## config.mk

```make
export PLATFORM = sky130hd
export DESIGN_NAME = sixteen_bit_instruction_decoder
export DESIGN_NICKNAME = d
export VERILOG_FILES = /design/src/rtl/core/sbid_pkg.sv /design/src/rtl/core/sixteen_bit_instruction_decoder.sv
export SDC_FILE = /design/constraint.sdc
export NUM_CORES = 1
export LEC_CHECK = 0
export ABC_AREA = 1
export BUFFER_PORTS_ARGS = -buffer_cell sky130_fd_sc_hd__buf_2
export CAP_MARGIN = 25
export CORE_ASPECT_RATIO = 2
export CORE_UTILIZATION = 46
export CTS_BUF_LIST = sky130_fd_sc_hd__clkbuf_4
export DETAILED_ROUTE_END_ITERATION = 12
export HOLD_SLACK_MARGIN = 0.1
export PLACE_DENSITY_LB_ADDON = 0.1
export SLEW_MARGIN = 30
export SYNTH_ARGS = -nofsm -noshare
export SYNTH_HDL_FRONTEND = slang
export SYNTH_SLANG_ARGS = --single-unit
```

## constraint.sdc

```tcl
create_clock -name clk -period 4.65 [get_ports clk]
set_clock_uncertainty 0.1 [all_clocks]
set_input_delay 0.2325 -clock clk [delete_from_list [all_inputs] [get_ports clk]]
set_output_delay 0.2325 -clock clk [all_outputs]
set_load 0.005 [all_outputs]
```

## src/rtl/core/sbid_pkg.sv

```systemverilog
// ----------------------------------------------------------------------------
// sbid_pkg
// Types and constants shared by the sixteen-bit instruction decoder: the
// instruction kinds, operand modes and the field widths of the decoded beat.
// ----------------------------------------------------------------------------
package sbid_pkg;

  localparam int unsigned WORD_W = 16;
  localparam int unsigned ADDR_W = 22;
  localparam int unsigned IMM_W  = 6;
  localparam int unsigned REG_W  = 3;

  // Special encodings.
  localparam logic [WORD_W-1:0] WORD_ZERO = 16'h0000;
  localparam logic [WORD_W-1:0] WORD_ONES = 16'hffff;
  localparam logic [WORD_W-1:0] RETF_WORD = 16'h9a90;
  localparam logic [WORD_W-1:0] RETI_WORD = 16'h9a98;
  localparam logic [IMM_W-1:0]  INTCTL_SPECIAL = 6'h25;

  // Register numbers with a special role.
  localparam logic [REG_W-1:0] REG_SP = 3'd0;
  localparam logic [REG_W-1:0] REG_PC = 3'd7;

  // Opcode groups of the top four bits.
  localparam logic [3:0] OP0_CMP  = 4'd4;
  localparam logic [3:0] OP0_BAD5 = 4'd5;
  localparam logic [3:0] OP0_TEST = 4'd6;
  localparam logic [3:0] OP0_BAD7 = 4'd7;
  localparam logic [3:0] OP0_LD   = 4'd9;
  localparam logic [3:0] OP0_TST2 = 4'd12;
  localparam logic [3:0] OP0_ST   = 4'd13;
  localparam logic [3:0] OP0_JMP  = 4'd14;
  localparam logic [3:0] OP0_EXT  = 4'd15;

  typedef enum logic [3:0] {
    K_INVALID = 4'd0,
    K_BAD     = 4'd1,
    K_UNKNOWN = 4'd2,
    K_BRANCH  = 4'd3,
    K_ALU     = 4'd4,
    K_STORE   = 4'd5,
    K_POP     = 4'd6,
    K_PUSH    = 4'd7,
    K_RETF    = 4'd8,
    K_RETI    = 4'd9,
    K_CALL    = 4'd10,
    K_GOTO    = 4'd11,
    K_MUL     = 4'd12,
    K_INTCTL  = 4'd13
  } kind_t;

  typedef enum logic [3:0] {
    M_BP_DISP  = 4'd0,
    M_IMM6     = 4'd1,
    M_INDIRECT = 4'd2,
    M_REG      = 4'd3,
    M_IMM16    = 4'd4,
    M_DIRECT16 = 4'd5,
    M_ST_DIR16 = 4'd6,
    M_ASR      = 4'd7,
    M_LSL      = 4'd8,
    M_LSR      = 4'd9,
    M_ROL      = 4'd10,
    M_ROR      = 4'd11,
    M_DIRECT6  = 4'd12
  } mode_t;

  // Source of the value field, resolved in the last stage.
  typedef enum logic [2:0] {
    V_ZERO,
    V_IMM,
    V_EXT,
    V_FAR,
    V_TARGET
  } vsel_t;

endpackage

```

## src/rtl/core/sixteen_bit_instruction_decoder.sv

```systemverilog
// ----------------------------------------------------------------------------
// sixteen_bit_instruction_decoder
// Three-stage pipelined decoder for one 16-bit instruction word per beat.
// ----------------------------------------------------------------------------
// The decoder accepts one instruction beat per clock while in_ready is high
// and returns its decoded description in order, one result beat per input beat.
// Stage one registers the words with the incremented address and the length,
// stage two classifies the encoding and forms the branch target with one
// 22-bit add or subtract, stage three selects the value field into the output
// register. Each stage holds a valid bit and moves on only when the stage
// after it is empty or moving, so the sustained rate is one beat per cycle
// whenever out_ready is high; a stall on the result side fills the three
// stages before in_ready drops.
module sixteen_bit_instruction_decoder
  import sbid_pkg::*;
(
  input  logic              clk,
  input  logic              rst_n,
  input  logic              in_valid,
  output logic              in_ready,
  input  logic [WORD_W-1:0] in_instr_word,
  input  logic [WORD_W-1:0] in_ext_word,
  input  logic [ADDR_W-1:0] in_instr_address,
  output logic              out_valid,
  input  logic              out_ready,
  output logic [1:0]        out_word_count,
  output logic [3:0]        out_kind,
  output logic [3:0]        out_alu_op,
  output logic [REG_W-1:0]  out_dest_reg,
  output logic [REG_W-1:0]  out_src_reg,
  output logic [3:0]        out_operand_mode,
  output logic [IMM_W-1:0]  out_mode_detail,
  output logic [REG_W-1:0]  out_first_reg,
  output logic [REG_W-1:0]  out_last_reg,
  output logic [ADDR_W-1:0] out_value
);

  typedef struct packed {
    logic [WORD_W-1:0] op;
    logic [WORD_W-1:0] ext;
    logic [ADDR_W-1:0] next_addr;
    logic [1:0]        words;
    logic              invalid;
  } s1_t;

  typedef struct packed {
    logic [WORD_W-1:0] op;
    logic [WORD_W-1:0] ext;
    logic [ADDR_W-1:0] target;
    logic [1:0]        words;
    kind_t             kind;
    mode_t             mode;
    logic [IMM_W-1:0]  detail;
    logic [REG_W-1:0]  first;
    logic [REG_W-1:0]  last;
    vsel_t             vsel;
  } s2_t;

  typedef struct packed {
    logic [1:0]        words;
    kind_t             kind;
    logic [3:0]        alu_op;
    logic [REG_W-1:0]  dest;
    logic [REG_W-1:0]  src;
    mode_t             mode;
    logic [IMM_W-1:0]  detail;
    logic [REG_W-1:0]  first;
    logic [REG_W-1:0]  last;
    logic [ADDR_W-1:0] value;
  } s3_t;

  logic v1_r, v2_r, v3_r;
  logic rdy1, rdy2, rdy3;
  s1_t  s1_r, s1_nxt;
  s2_t  s2_r, s2_nxt;
  s3_t  s3_r, s3_nxt;

  // Field split of the word held in stage one.
  logic [3:0]       op0;
  logic [REG_W-1:0] ra, op1, n, rb;
  logic [IMM_W-1:0] imm;
  logic             restricted;
  logic [3:0]       ra_w, n_w;

  // Stage one: length, invalid words and the following address.
  logic [3:0] in_op0;
  logic [2:0] in_op1, in_n;
  logic       in_long;

  // A stage advances when the stage after it is empty or moving.
  assign rdy3     = !v3_r || out_ready;
  assign rdy2     = !v2_r || rdy3;
  assign rdy1     = !v1_r || rdy2;
  assign in_ready = rdy1;

  always_comb begin
    in_op0  = in_instr_word[15:12];
    in_op1  = in_instr_word[8:6];
    in_n    = in_instr_word[5:3];
    in_long = ((in_op0 < OP0_JMP) && (in_op1 == 3'd4) && (in_n >= 3'd1) && (in_n <= 3'd3))
              || ((in_op0 == OP0_EXT) && ((in_op1 == 3'd1) || (in_op1 == 3'd2)));
    s1_nxt.op        = in_instr_word;
    s1_nxt.ext       = in_ext_word;
    s1_nxt.next_addr = in_instr_address + ADDR_W'(1);
    s1_nxt.invalid   = (in_instr_word == WORD_ZERO) || (in_instr_word == WORD_ONES);
    s1_nxt.words     = (in_long && !s1_nxt.invalid) ? 2'd2 : 2'd1;
  end

  // Stage two: classify the encoding and form the branch target.
  always_comb begin
    op0        = s1_r.op[15:12];
    ra         = s1_r.op[11:9];
    op1        = s1_r.op[8:6];
    n          = s1_r.op[5:3];
    rb         = s1_r.op[2:0];
    imm        = s1_r.op[5:0];
    ra_w       = {1'b0, ra};
    n_w        = {1'b0, n};
    restricted = ((op0 == OP0_CMP) || (op0 == OP0_TST2) || (op0 == OP0_TEST)
                  || (op0 == OP0_LD)) && (ra != rb);

    s2_nxt.op     = s1_r.op;
    s2_nxt.ext    = s1_r.ext;
    s2_nxt.words  = s1_r.words;
    s2_nxt.kind   = K_UNKNOWN;
    s2_nxt.mode   = M_BP_DISP;
    s2_nxt.detail = '0;
    s2_nxt.first  = '0;
    s2_nxt.last   = '0;
    s2_nxt.vsel   = V_ZERO;
    s2_nxt.target = (op1 == 3'd0) ? (s1_r.next_addr + ADDR_W'(imm))
                                  : (s1_r.next_addr - ADDR_W'(imm));

    if (s1_r.invalid) begin
      s2_nxt.kind = K_INVALID;
    end else if ((op0 != OP0_EXT) && (ra == REG_PC) && (op1 <= 3'd1)) begin
      s2_nxt.kind = K_BRANCH;
      s2_nxt.vsel = V_TARGET;
    end else if ((op0 == OP0_BAD5) || (op0 == OP0_BAD7)) begin
      s2_nxt.kind = K_BAD;
    end else if (op0 == OP0_JMP) begin
      s2_nxt.kind = K_UNKNOWN;
    end else if (op0 == OP0_EXT) begin
      // Extended group: multiply, far call, far jump, interrupt control.
      case (op1)
        3'd0, 3'd4: begin
          if ((n == 3'd1) && (ra != REG_PC)) begin
            s2_nxt.kind   = K_MUL;
            s2_nxt.mode   = M_REG;
            s2_nxt.detail = (op1 == 3'd0) ? IMM_W'(1) : IMM_W'(0);
          end
        end
        3'd1: begin
          if (ra == REG_SP) begin
            s2_nxt.kind = K_CALL;
            s2_nxt.vsel = V_FAR;
          end
        end
        3'd2: begin
          if (ra == REG_PC) begin
            s2_nxt.kind = K_GOTO;
            s2_nxt.vsel = V_FAR;
          end
        end
        3'd5: begin
          if ((ra == REG_SP) && ((imm <= 6'd5) || (imm == 6'd8) || (imm == 6'd9)
              || (imm == 6'd12) || (imm == 6'd14) || (imm == INTCTL_SPECIAL))) begin
            s2_nxt.kind   = K_INTCTL;
            s2_nxt.detail = imm;
          end
        end
        default: begin
          s2_nxt.kind = K_UNKNOWN;
        end
      endcase
    end else if (op0 == OP0_ST) begin
      // Store group, with push.
      s2_nxt.kind = K_BAD;
      case (op1)
        3'd0: begin
          s2_nxt.kind = K_STORE;
          s2_nxt.vsel = V_IMM;
        end
        3'd2: begin
          if (((ra_w + 4'd1) >= n_w) && (ra_w < (n_w + 4'd7))) begin
            s2_nxt.kind  = K_PUSH;
            s2_nxt.first = ra + 3'd1 - n;
            s2_nxt.last  = ra;
          end
        end
        3'd3: begin
          s2_nxt.kind   = K_STORE;
          s2_nxt.mode   = M_INDIRECT;
          s2_nxt.detail = IMM_W'(n);
        end
        3'd4: begin
          if ((n == 3'd3) && (ra == rb)) begin
            s2_nxt.kind = K_STORE;
            s2_nxt.mode = M_ST_DIR16;
            s2_nxt.vsel = V_EXT;
          end
        end
        3'd7: begin
          s2_nxt.kind = K_STORE;
          s2_nxt.mode = M_DIRECT6;
          s2_nxt.vsel = V_IMM;
        end
        default: begin
          s2_nxt.kind = K_BAD;
        end
      endcase
    end else begin
      // ALU group.
      s2_nxt.kind = K_ALU;
      case (op1)
        3'd0: begin
          s2_nxt.mode = M_BP_DISP;
          s2_nxt.vsel = V_IMM;
        end
        3'd1: begin
          s2_nxt.mode = M_IMM6;
          s2_nxt.vsel = V_IMM;
        end
        3'd2: begin
          s2_nxt.kind = K_BAD;
          if (op0 == OP0_LD) begin
            if (s1_r.op == RETF_WORD) begin
              s2_nxt.kind = K_RETF;
            end else if (s1_r.op == RETI_WORD) begin
              s2_nxt.kind = K_RETI;
            end else if ((ra != REG_PC) && ((ra_w + n_w) < 4'd8)) begin
              s2_nxt.kind  = K_POP;
              s2_nxt.first = ra + 3'd1;
              s2_nxt.last  = ra + n;
            end
          end
        end
        3'd3: begin
          s2_nxt.mode   = M_INDIRECT;
          s2_nxt.detail = IMM_W'(n);
        end
        3'd4: begin
          case (n)
            3'd0: begin
              s2_nxt.mode = M_REG;
            end
            3'd1: begin
              if (restricted) begin
                s2_nxt.kind = K_BAD;
              end else begin
                s2_nxt.mode = M_IMM16;
                s2_nxt.vsel = V_EXT;
              end
            end
            3'd2: begin
              if (restricted) begin
                s2_nxt.kind = K_BAD;
              end else begin
                s2_nxt.mode = M_DIRECT16;
                s2_nxt.vsel = V_EXT;
              end
            end
            3'd3: begin
              if ((op0 == OP0_CMP) || (op0 == OP0_TST2) || restricted) begin
                s2_nxt.kind = K_BAD;
              end else begin
                s2_nxt.mode = M_ST_DIR16;
                s2_nxt.vsel = V_EXT;
              end
            end
            default: begin
              s2_nxt.mode   = M_ASR;
              s2_nxt.detail = IMM_W'(n[1:0]);
            end
          endcase
        end
        3'd5: begin
          s2_nxt.mode   = n[2] ? M_LSR : M_LSL;
          s2_nxt.detail = IMM_W'(n[1:0]);
        end
        3'd6: begin
          s2_nxt.mode   = n[2] ? M_ROR : M_ROL;
          s2_nxt.detail = IMM_W'(n[1:0]);
        end
        default: begin
          s2_nxt.mode = M_DIRECT6;
          s2_nxt.vsel = V_IMM;
        end
      endcase
    end
  end

  // Stage three: select the value field.
  always_comb begin
    s3_nxt.words  = s2_r.words;
    s3_nxt.kind   = s2_r.kind;
    s3_nxt.alu_op = s2_r.op[15:12];
    s3_nxt.dest   = s2_r.op[11:9];
    s3_nxt.src    = s2_r.op[2:0];
    s3_nxt.mode   = s2_r.mode;
    s3_nxt.detail = s2_r.detail;
    s3_nxt.first  = s2_r.first;
    s3_nxt.last   = s2_r.last;
    case (s2_r.vsel)
      V_IMM:    s3_nxt.value = ADDR_W'(s2_r.op[5:0]);
      V_EXT:    s3_nxt.value = ADDR_W'(s2_r.ext);
      V_FAR:    s3_nxt.value = {s2_r.op[5:0], s2_r.ext};
      V_TARGET: s3_nxt.value = s2_r.target;
      default:  s3_nxt.value = '0;
    endcase
  end

  // Valid bits.
  always_ff @(posedge clk) begin
    if (!rst_n) begin
      v1_r <= 1'b0;
      v2_r <= 1'b0;
      v3_r <= 1'b0;
    end else begin
      if (rdy1) begin
        v1_r <= in_valid;
      end
      if (rdy2) begin
        v2_r <= v1_r;
      end
      if (rdy3) begin
        v3_r <= v2_r;
      end
    end
  end

  // Stage payloads.
  always_ff @(posedge clk) begin
    if (rdy1) begin
      s1_r <= s1_nxt;
    end
    if (rdy2) begin
      s2_r <= s2_nxt;
    end
    if (rdy3) begin
      s3_r <= s3_nxt;
    end
  end

  assign out_valid        = v3_r;
  assign out_word_count   = s3_r.words;
  assign out_kind         = s3_r.kind;
  assign out_alu_op       = s3_r.alu_op;
  assign out_dest_reg     = s3_r.dest;
  assign out_src_reg      = s3_r.src;
  assign out_operand_mode = s3_r.mode;
  assign out_mode_detail  = s3_r.detail;
  assign out_first_reg    = s3_r.first;
  assign out_last_reg     = s3_r.last;
  assign out_value        = s3_r.value;

  // An invalid word is always reported as one word long.
  a_invalid_len : assert property (@(posedge clk) disable iff (!rst_n)
    (out_valid && (out_kind == K_INVALID)) |-> (out_word_count == 2'd1))
    else $error("invalid word reported with a length other than one");

  // A branch is only ever decoded with the program counter as destination.
  a_branch_pc : assert property (@(posedge clk) disable iff (!rst_n)
    (out_valid && (out_kind == K_BRANCH)) |-> (out_dest_reg == REG_PC))
    else $error("branch decoded without the program counter field");

  // With all three stages full and the output stalled, no beat is taken.
  a_full_stall : assert property (@(posedge clk) disable iff (!rst_n)
    (v1_r && v2_r && v3_r && !out_ready) |-> !in_ready)
    else $error("input beat taken while the pipeline is full and stalled");

endmodule
```

==> metrics.md, run 1 <==
| Metric | Value |
|---|---|
| Hold Crit Class | `primary input to flop` |
| Outcome | `finished, final reports clean` |
| Post-route DRC | `0` |
| CP startpoint kind | `flop` |
| Sinks on Clock Net | `190` |
| Main synth FF type | `edfxtp_1` |
| Via density | `5.22` |
| Pwr dens | `318 nW/µm²` |
| TNS Setup | `0 ns` |
| GRT Overall Usage | `26.6%` |
| VDD IR-drop max | `0.253 mV` |
| Pleak | `4.92 nW` |
| Post-layout nets | `1,136` |
| Worst path required time | `4.89 ns` |
| Yosys Warn Count | `0` |
| Post-synth top area share | `60.3%` |
| DIE WIDTH | `103 µm` |
| GPL Wtd Cong | `1.07` |
| Post-synth ARST share | `0%` |
| Worst path top cell family by delay | `compound AO/OA/AOI/OAI gates` |
| Largest cells by area after synthesis | `edfxtp_1 (60%), nand2_1 (6.9%), ha_1 (5.9%), nand3_1 (3.0%), inv_1 (2.8%)` |
| Compound-gate portion of the synthesized area | `6.54%` |
| Crit path top cell by count | `a21oi_1` |
| Cell with the most instances after synthesis | `edfxtp_1` |
| CP Buf/Inv Count | `2` |
| Vias | `6,821` |
| Max-Cap Viols | `0` |
| Worst path cell trace | `inv_1 > ha_1 > inv_1 > nor2_1 > a21oi_1 > ha_1 > a21oi_1 > o21ai_0 > a21oi_1 > xnor2_1` |
| Fin. Hold Viols | `0` |
| CP max FO | `12` |
| Rel. slew slack | `35.3%` |
| Slew Limit Fails | `0` |
| Worst-Margin Slew | `0.970 ns` |
| Later-pin clock latency in the skew report | `0.61 ns` |
| DR pass1 iterations | `4` |
| Post-synthesis instance area | `9320 µm²` |
| Adder-cell area share of the yosys netlist | `6.55%` |
| Post-CTS sizing | `0` |
| CTS tree | `built` |
| Register area share after synthesis | `60.9%` |
| # IOs | `114` |
| Netlist cell types | `52` |
| # rows | `73` |
| Top reg by flops | `s2_r` |
| Clock root buffer | `clkbuf_4` |
| Largest family of logic cells by synthesized area | `simple AND/OR/NAND/NOR gates` |
| Hold slack | `0.215 ns` |
| Die Height | `203 µm` |
| Core footprint | `19,800 µm²` |
| Placed insts | `1,201` |
| H-tree depth | `4` |
| Clock Path Buffers | `2` |
| Number of synthesized flops with an enable pin | `187` |
| Initial antenna violation count | `1` |
| Data arrival, critical path | `4.51 ns` |
| Setup repair after global routing missed its margin | `false` |
| Cell count after synthesis | `828` |
| Global-route wire length before repair | `38.8 mm` |
| Number of buffers created by CTS | `17` |
| Yosys reg bits | `190` |
| Worst Path Class, Setup | `flop to flop` |
| Syn Nets | `933` |
| Final core utilization | `56.8%` |
| DRT Wirelength | `25.6 mm` |
| Post-synthesis mux area share | `0%` |
| Number of global-route vias before repair | `7,083` |
| Max FFs per register | `76` |
| Cell taking the most area after synthesis | `edfxtp_1` |
| Initial Util | `47.0%` |
| ANT nets after route | `0` |
| Synth top cells by count | `edfxtp_1 (187), nand2_1 (172), inv_1 (70)` |
| Clk pin slew, worst setup/hold paths | `0.16 ns` |
| Area grow syn2layout | `20.9%` |
| Largest net degree at the start of global routing | `77` |
| Initial DRC Count | `252` |
| Setup-failing EPs final | `0` |
| Synth Area in XOR/XNOR | `4.22%` |
| WL per Instance | `19.6 µm` |
| Largest stage delay, worst path | `0.72 ns` |
| Dpl hpwl | `19.3 mm` |
| CP Capture Type | `flop` |
| Overflow after GRT | `0` |
| Die area | `20,900 µm²` |
| Layout cell share with drive strength beyond 1 | `19.1%` |
| Fmax | `235 MHz` |
| Avg Cell Area, Syn | `11.3 µm²` |
| Slowest cell on crit path | `edfxtp_1` |
| Simple-Gate Fraction of Synth Area | `18.1%` |
| Final Non-Filler Cells | `1,306` |
| Tmin final | `4.26 ns` |
| Port buffer count | `113` |
| Period utilization | `91.7%` |
## per-stage QoR
| stage | setup slack (ns) | instance area (µm²) | total power [mW] |
|---|---|---|---|
| floorplan | 0.883 | 9320 | 2.39 |
| global placement | 0.332 | 10200 | 2.63 |
| detailed placement | 0.498 | 10200 | 2.63 |
| CTS | 0.452 | 11300 | 3.62 |
| global route | 0.338 | 11300 | 3.75 |
| finish | 0.387 | 11300 | 3.58 |
## cell families (layout without fill, tap and decap cells)
kind of cell,after synthesis,in the layout
AOI/OAI and AO/OA,97,97
xor gates and xnor gates,44,44
adders and majority gates,47,47
buffers and inverters,88,303
DFF,190,190
other,1,2
and+or+nand+nor,361,361
## final timing paths
| path | slack (ns) | end | from | depth (start not counted) |
|---|---|---|---|---|
| min | 0.21 | s1_r[33] | in_ext_word[8] | 2 |
| max reg2reg | 0.39 | s2_r[33] | imm[3] | 10 |
| max | 0.39 | s2_r[33] | imm[3] | 10 |
| min reg2reg | 0.32 | out_last_reg[1] | s2_r[4] | 0 |
## timing repair
item | 4_1_cts | 5_1_grt
buffers inserted | 0 | 0
endpoints found under the hold margin | 58 | 0
hold buffers | 73 | 0
## layout by cell type, fill, tap and decap left out, types with 4 or more instances in the layout
| cell type | netlist | layout |
|---|---|---|
| a32o_1 | 6 | 6 |
| a22o_1 | 10 | 10 |
| nor4_1 | 6 | 6 |
| nand3_1 | 56 | 56 |
| nand2_1 | 172 | 170 |
| inv_1 | 70 | 69 |
| nor2_2 | 7 | 7 |
| ha_1 | 44 | 44 |
| inv_2 | 8 | 9 |
| nand3_2 | 7 | 7 |
| xnor2_1 | 16 | 16 |
| dlygate4sd3_1 | 0 | 73 |
| inv_6 | 0 | 4 |
| or2_1 | 4 | 4 |
| buf_4 | 1 | 5 |
| o21ai_1 | 4 | 4 |
| o21ai_0 | 16 | 16 |
| clkbuf_4 | 0 | 17 |
| nand2_2 | 5 | 7 |
| buf_2 | 4 | 113 |
| nor2_1 | 64 | 64 |
| xor2_1 | 27 | 27 |
| nor3_2 | 3 | 4 |
| a21oi_1 | 41 | 41 |
| edfxtp_1 | 187 | 187 |
| nand4_1 | 14 | 14 |
| nor3_1 | 8 | 7 |
## where the power goes
group          leakage, nW  internal [mW]  total, mW  switching, mW
clock network        0.158          0.337      0.944          0.607
registers             2.09           2.03       2.11         0.0798
logic                 2.68          0.211      0.529          0.318
## cell type report
class	count	area, µm²
Antenna cell	1	2.50
Tap cell	262	328
Sequential cell	190	5680
Clock inverter	14	174
Inverter	80	303
Clock buffer	17	128
Fill cell	1719	8560
Timing Repair Buffer	192	1350
Multi-Input combinational cell	550	3310
## worst reg2reg max path: cells and delay by family (launching register included)
kind / cells / cell delay (ns)
AOI/OAI and AO/OA: 4 / 1.54
DFF: 1 / 0.72
and+or+nand+nor: 1 / 0.11
adders and majority gates: 2 / 0.75
xor gates and xnor gates: 1 / 0.34
buffers and inverters: 2 / 0.45
## metal layers
layer  global-route usage (%)  part of all wire (%)  routed length (µm)  up-vias
li1                         -                     -                   -     3314
met3                     4.42                   3.2                 812       95
met4                     22.3                   9.0                2310        0
met2                     50.9                    58               14800      212
met1                     22.4                    30                7670     3200
met5                        0                     0                   0        -
(Power assumes the default switching activity.)
==> run 2: changes to the inputs <==
--- a/config.mk
+++ b/config.mk
@@ -11,3 +11,3 @@
 export CORE_ASPECT_RATIO = 2
-export CORE_UTILIZATION = 46
+export CORE_UTILIZATION = 55
 export CTS_BUF_LIST = sky130_fd_sc_hd__clkbuf_4
==> constraint.sdc (replaced) <==
create_clock -name clk -period 4.65 [get_ports clk]
set_clock_uncertainty 0.1 [all_clocks]
set_input_delay 0.6975 -clock clk [delete_from_list [all_inputs] [get_ports clk]]
set_output_delay 0.6975 -clock clk [all_outputs]
set_load 0.005 [all_outputs]
==> metrics.md, run 2 (synthesis gave the netlist of run 1 again) <==
| Metric | Value |
|---|---|
| Clock Path Buffers | `2 (unchanged)` |
| Setup repair after global routing missed its margin | `false` |
| Post-route DRC | `0 (unchanged)` |
| Vias | `6,648 (-2.5%)` |
| Slowest cell on crit path | `edfxtp_1` |
| Most frequent cells in the layout | `edfxtp_1 (187), nand2_1 (170), buf_2 (113)` |
| ANT nets after route | `0 (unchanged)` |
| Critical Path Start | `imm[3]` |
| Initial Util | `55.8% (+8.8 points)` |
| DIE WIDTH | `94.0 µm (-8.4%)` |
| Later-pin clock latency in the skew report | `0.59 ns (-0.02 ns)` |
| Largest stage delay, worst path | `0.67 ns (-0.05 ns)` |
| Total power | `3.48 mW (-2.7%)` |
| Area grow syn2layout | `12.3%` |
| Post-CTS setup buffers | `0 (unchanged)` |
| Post-layout nets | `1,064 (-6.3%)` |
| CP startpoint kind | `flop` |
| Setup-failing EPs final | `0 (unchanged)` |
| Via density | `5.63 (+7.9%)` |
| Core footprint | `16,700 µm² (-16%)` |
| Initial DRC Count | `303 (+20%)` |
| Tmin final | `3.75 ns (-0.512 ns)` |
| Global-route wire length before repair | `34.8 mm (-10%)` |
| Commonest non-fill, non-tap cell in the layout | `edfxtp_1` |
| TNS Setup | `0 ns (unchanged)` |
| CTS tree | `built` |
| Port buffer count | `113 (unchanged)` |
| Top reg by flops | `s2_r` |
| VDD IR-drop max | `0.208 mV (-18%)` |
| Overflow after GRT | `0 (unchanged)` |
| Hold path startpoint | `in_ext_word[10]` |
| Cts hold-fix bufs | `0 (-100%)` |
| Fmax | `267 MHz (+14%)` |
| Worst path cell trace | `inv_1 > ha_1 > inv_1 > nor2_1 > a21oi_1 > ha_1 > nand2_1 > nor4_1 > nand3_1 > nand4_1 > nand2_1` |
| FF-to-FF Start | `imm[3]` |
| GRT Overall Usage | `28.1% (+1.5 points)` |
| GPL Wtd Cong | `0.999 (-6.8%)` |
| Worst Path Class, Setup | `flop to flop` |
| Pwr dens | `333 nW/µm² (+4.7%)` |
| Slew Limit Fails | `0 (unchanged)` |
| Largest net degree at the start of global routing | `56 (-27%)` |
| Period utilization | `80.7% (-11 points)` |
| Die Height | `186 µm (-8.5%)` |
| # rows | `67 (-8.2%)` |
| Rel. slew slack | `43.5% (+8.1 points)` |
| Clock root buffer | `clkbuf_4` |
| Pleak | `4.62 nW (-6.1%)` |
| Post-CTS sizing | `0 (unchanged)` |
| Worst path top cell family by delay | `simple AND/OR/NAND/NOR gates` |
| Initial antenna violation count | `1 (unchanged)` |
| DR pass1 iterations | `5 (+1)` |
| Max FFs per register | `76 (unchanged)` |
| Outcome | `finished, final reports clean` |
| CP max FO | `12 (unchanged)` |
| Die area | `17,500 µm² (-16%)` |
| Number of buffers created by CTS | `17 (unchanged)` |
| # IOs | `114 (unchanged)` |
| Sinks on Clock Net | `190 (unchanged)` |
| Hold slack | `0.167 ns (-0.0480 ns)` |
| Hold Crit Class | `primary input to flop` |
| Dpl hpwl | `18.4 mm (-5.0%)` |
| Fin. Hold Viols | `0 (unchanged)` |
| CP Capture Type | `flop` |
| Clk pin slew, worst setup/hold paths | `0.16 ns (about the same)` |
| Worst-Margin Slew | `0.848 ns (-0.122 ns)` |
| CP Buf/Inv Count | `2 (unchanged)` |
| Layout cell share with drive strength beyond 1 | `20.6% (+1.5 points)` |
| Data arrival, critical path | `4.02 ns (-0.49 ns)` |
| Worst path required time | `4.92 ns (+0.03 ns)` |
| WL per Instance | `19.8 µm (+0.90%)` |
| H-tree depth | `4 (unchanged)` |
| Max-Cap Viols | `0 (unchanged)` |
| DRT Wirelength | `23.4 mm (-8.8%)` |
| Number of global-route vias before repair | `6,651 (-6.1%)` |
## run 2: where the power goes
group | leakage (nW) | internal (mW) | switching (mW)
clock network | 0.164 | 0.299 | 0.626
logic | 2.38 | 0.169 | 0.295
registers | 2.09 | 2.03 | 0.0669
total | 4.62 | 2.50 | 0.988
## run 2: layout make-up
class / instances / area (µm²)
inverters: 80 / 303
well taps: 207 / 259
repair buffers: 120 / 618
fillers: 1364 / 6220
clock buffers: 17 / 128
flip-flops and latches: 190 / 5680
multi-input cells: 550 / 3310
clock inverters: 15 / 168
diodes: 1 / 2.50
## run 2: metal layers
layer / share of wire (%) / global-route usage [%] / routed length, µm / up-vias
li1: - / - / - / 3171
met1: 30 / 24.2 / 7010 / 3101
met2: 57 / 53.7 / 13400 / 280
met3: 4.3 / 4.37 / 994 / 96
met4: 8.6 / 24.0 / 2000 / 0
met5: 0 / 0 / 0 / -
## run 2: final timing paths
kind	end	cells after the start	slack [ns]
hold / removal	s1_r[35]	1	0.17
setup reg to reg	s2_r[46]	11	0.90
setup / recovery	s2_r[46]	11	0.90
hold reg to reg	s2_r[23]	0	0.33
## run 2: through the flow
step / cell area, µm² / setup WS (ns) / std cells / utilization, %
2_1_floorplan: 9320 / 0.419 / 828 / -
5_1_grt: 10500 / 0.750 / 1180 / 62.7
3_5_place_dp: 10200 / 0.939 / 1147 / 60.9
4_1_cts: 10500 / 0.896 / 1179 / 62.7
3_3_place_gp: 10200 / 0.843 / 1147 / 60.9
6_report: 10500 / 0.898 / 1180 / 62.7
## run 2: worst register-to-register path: stages, from the launching register on
cell and delay (ns):
edfxtp_1 0.67, inv_1 0.30, ha_1 0.27, inv_1 0.07
nor2_1 0.09, a21oi_1 0.58, ha_1 0.33, nand2_1 0.15
nor4_1 0.51, nand3_1 0.26, nand4_1 0.15, nand2_1 0.06
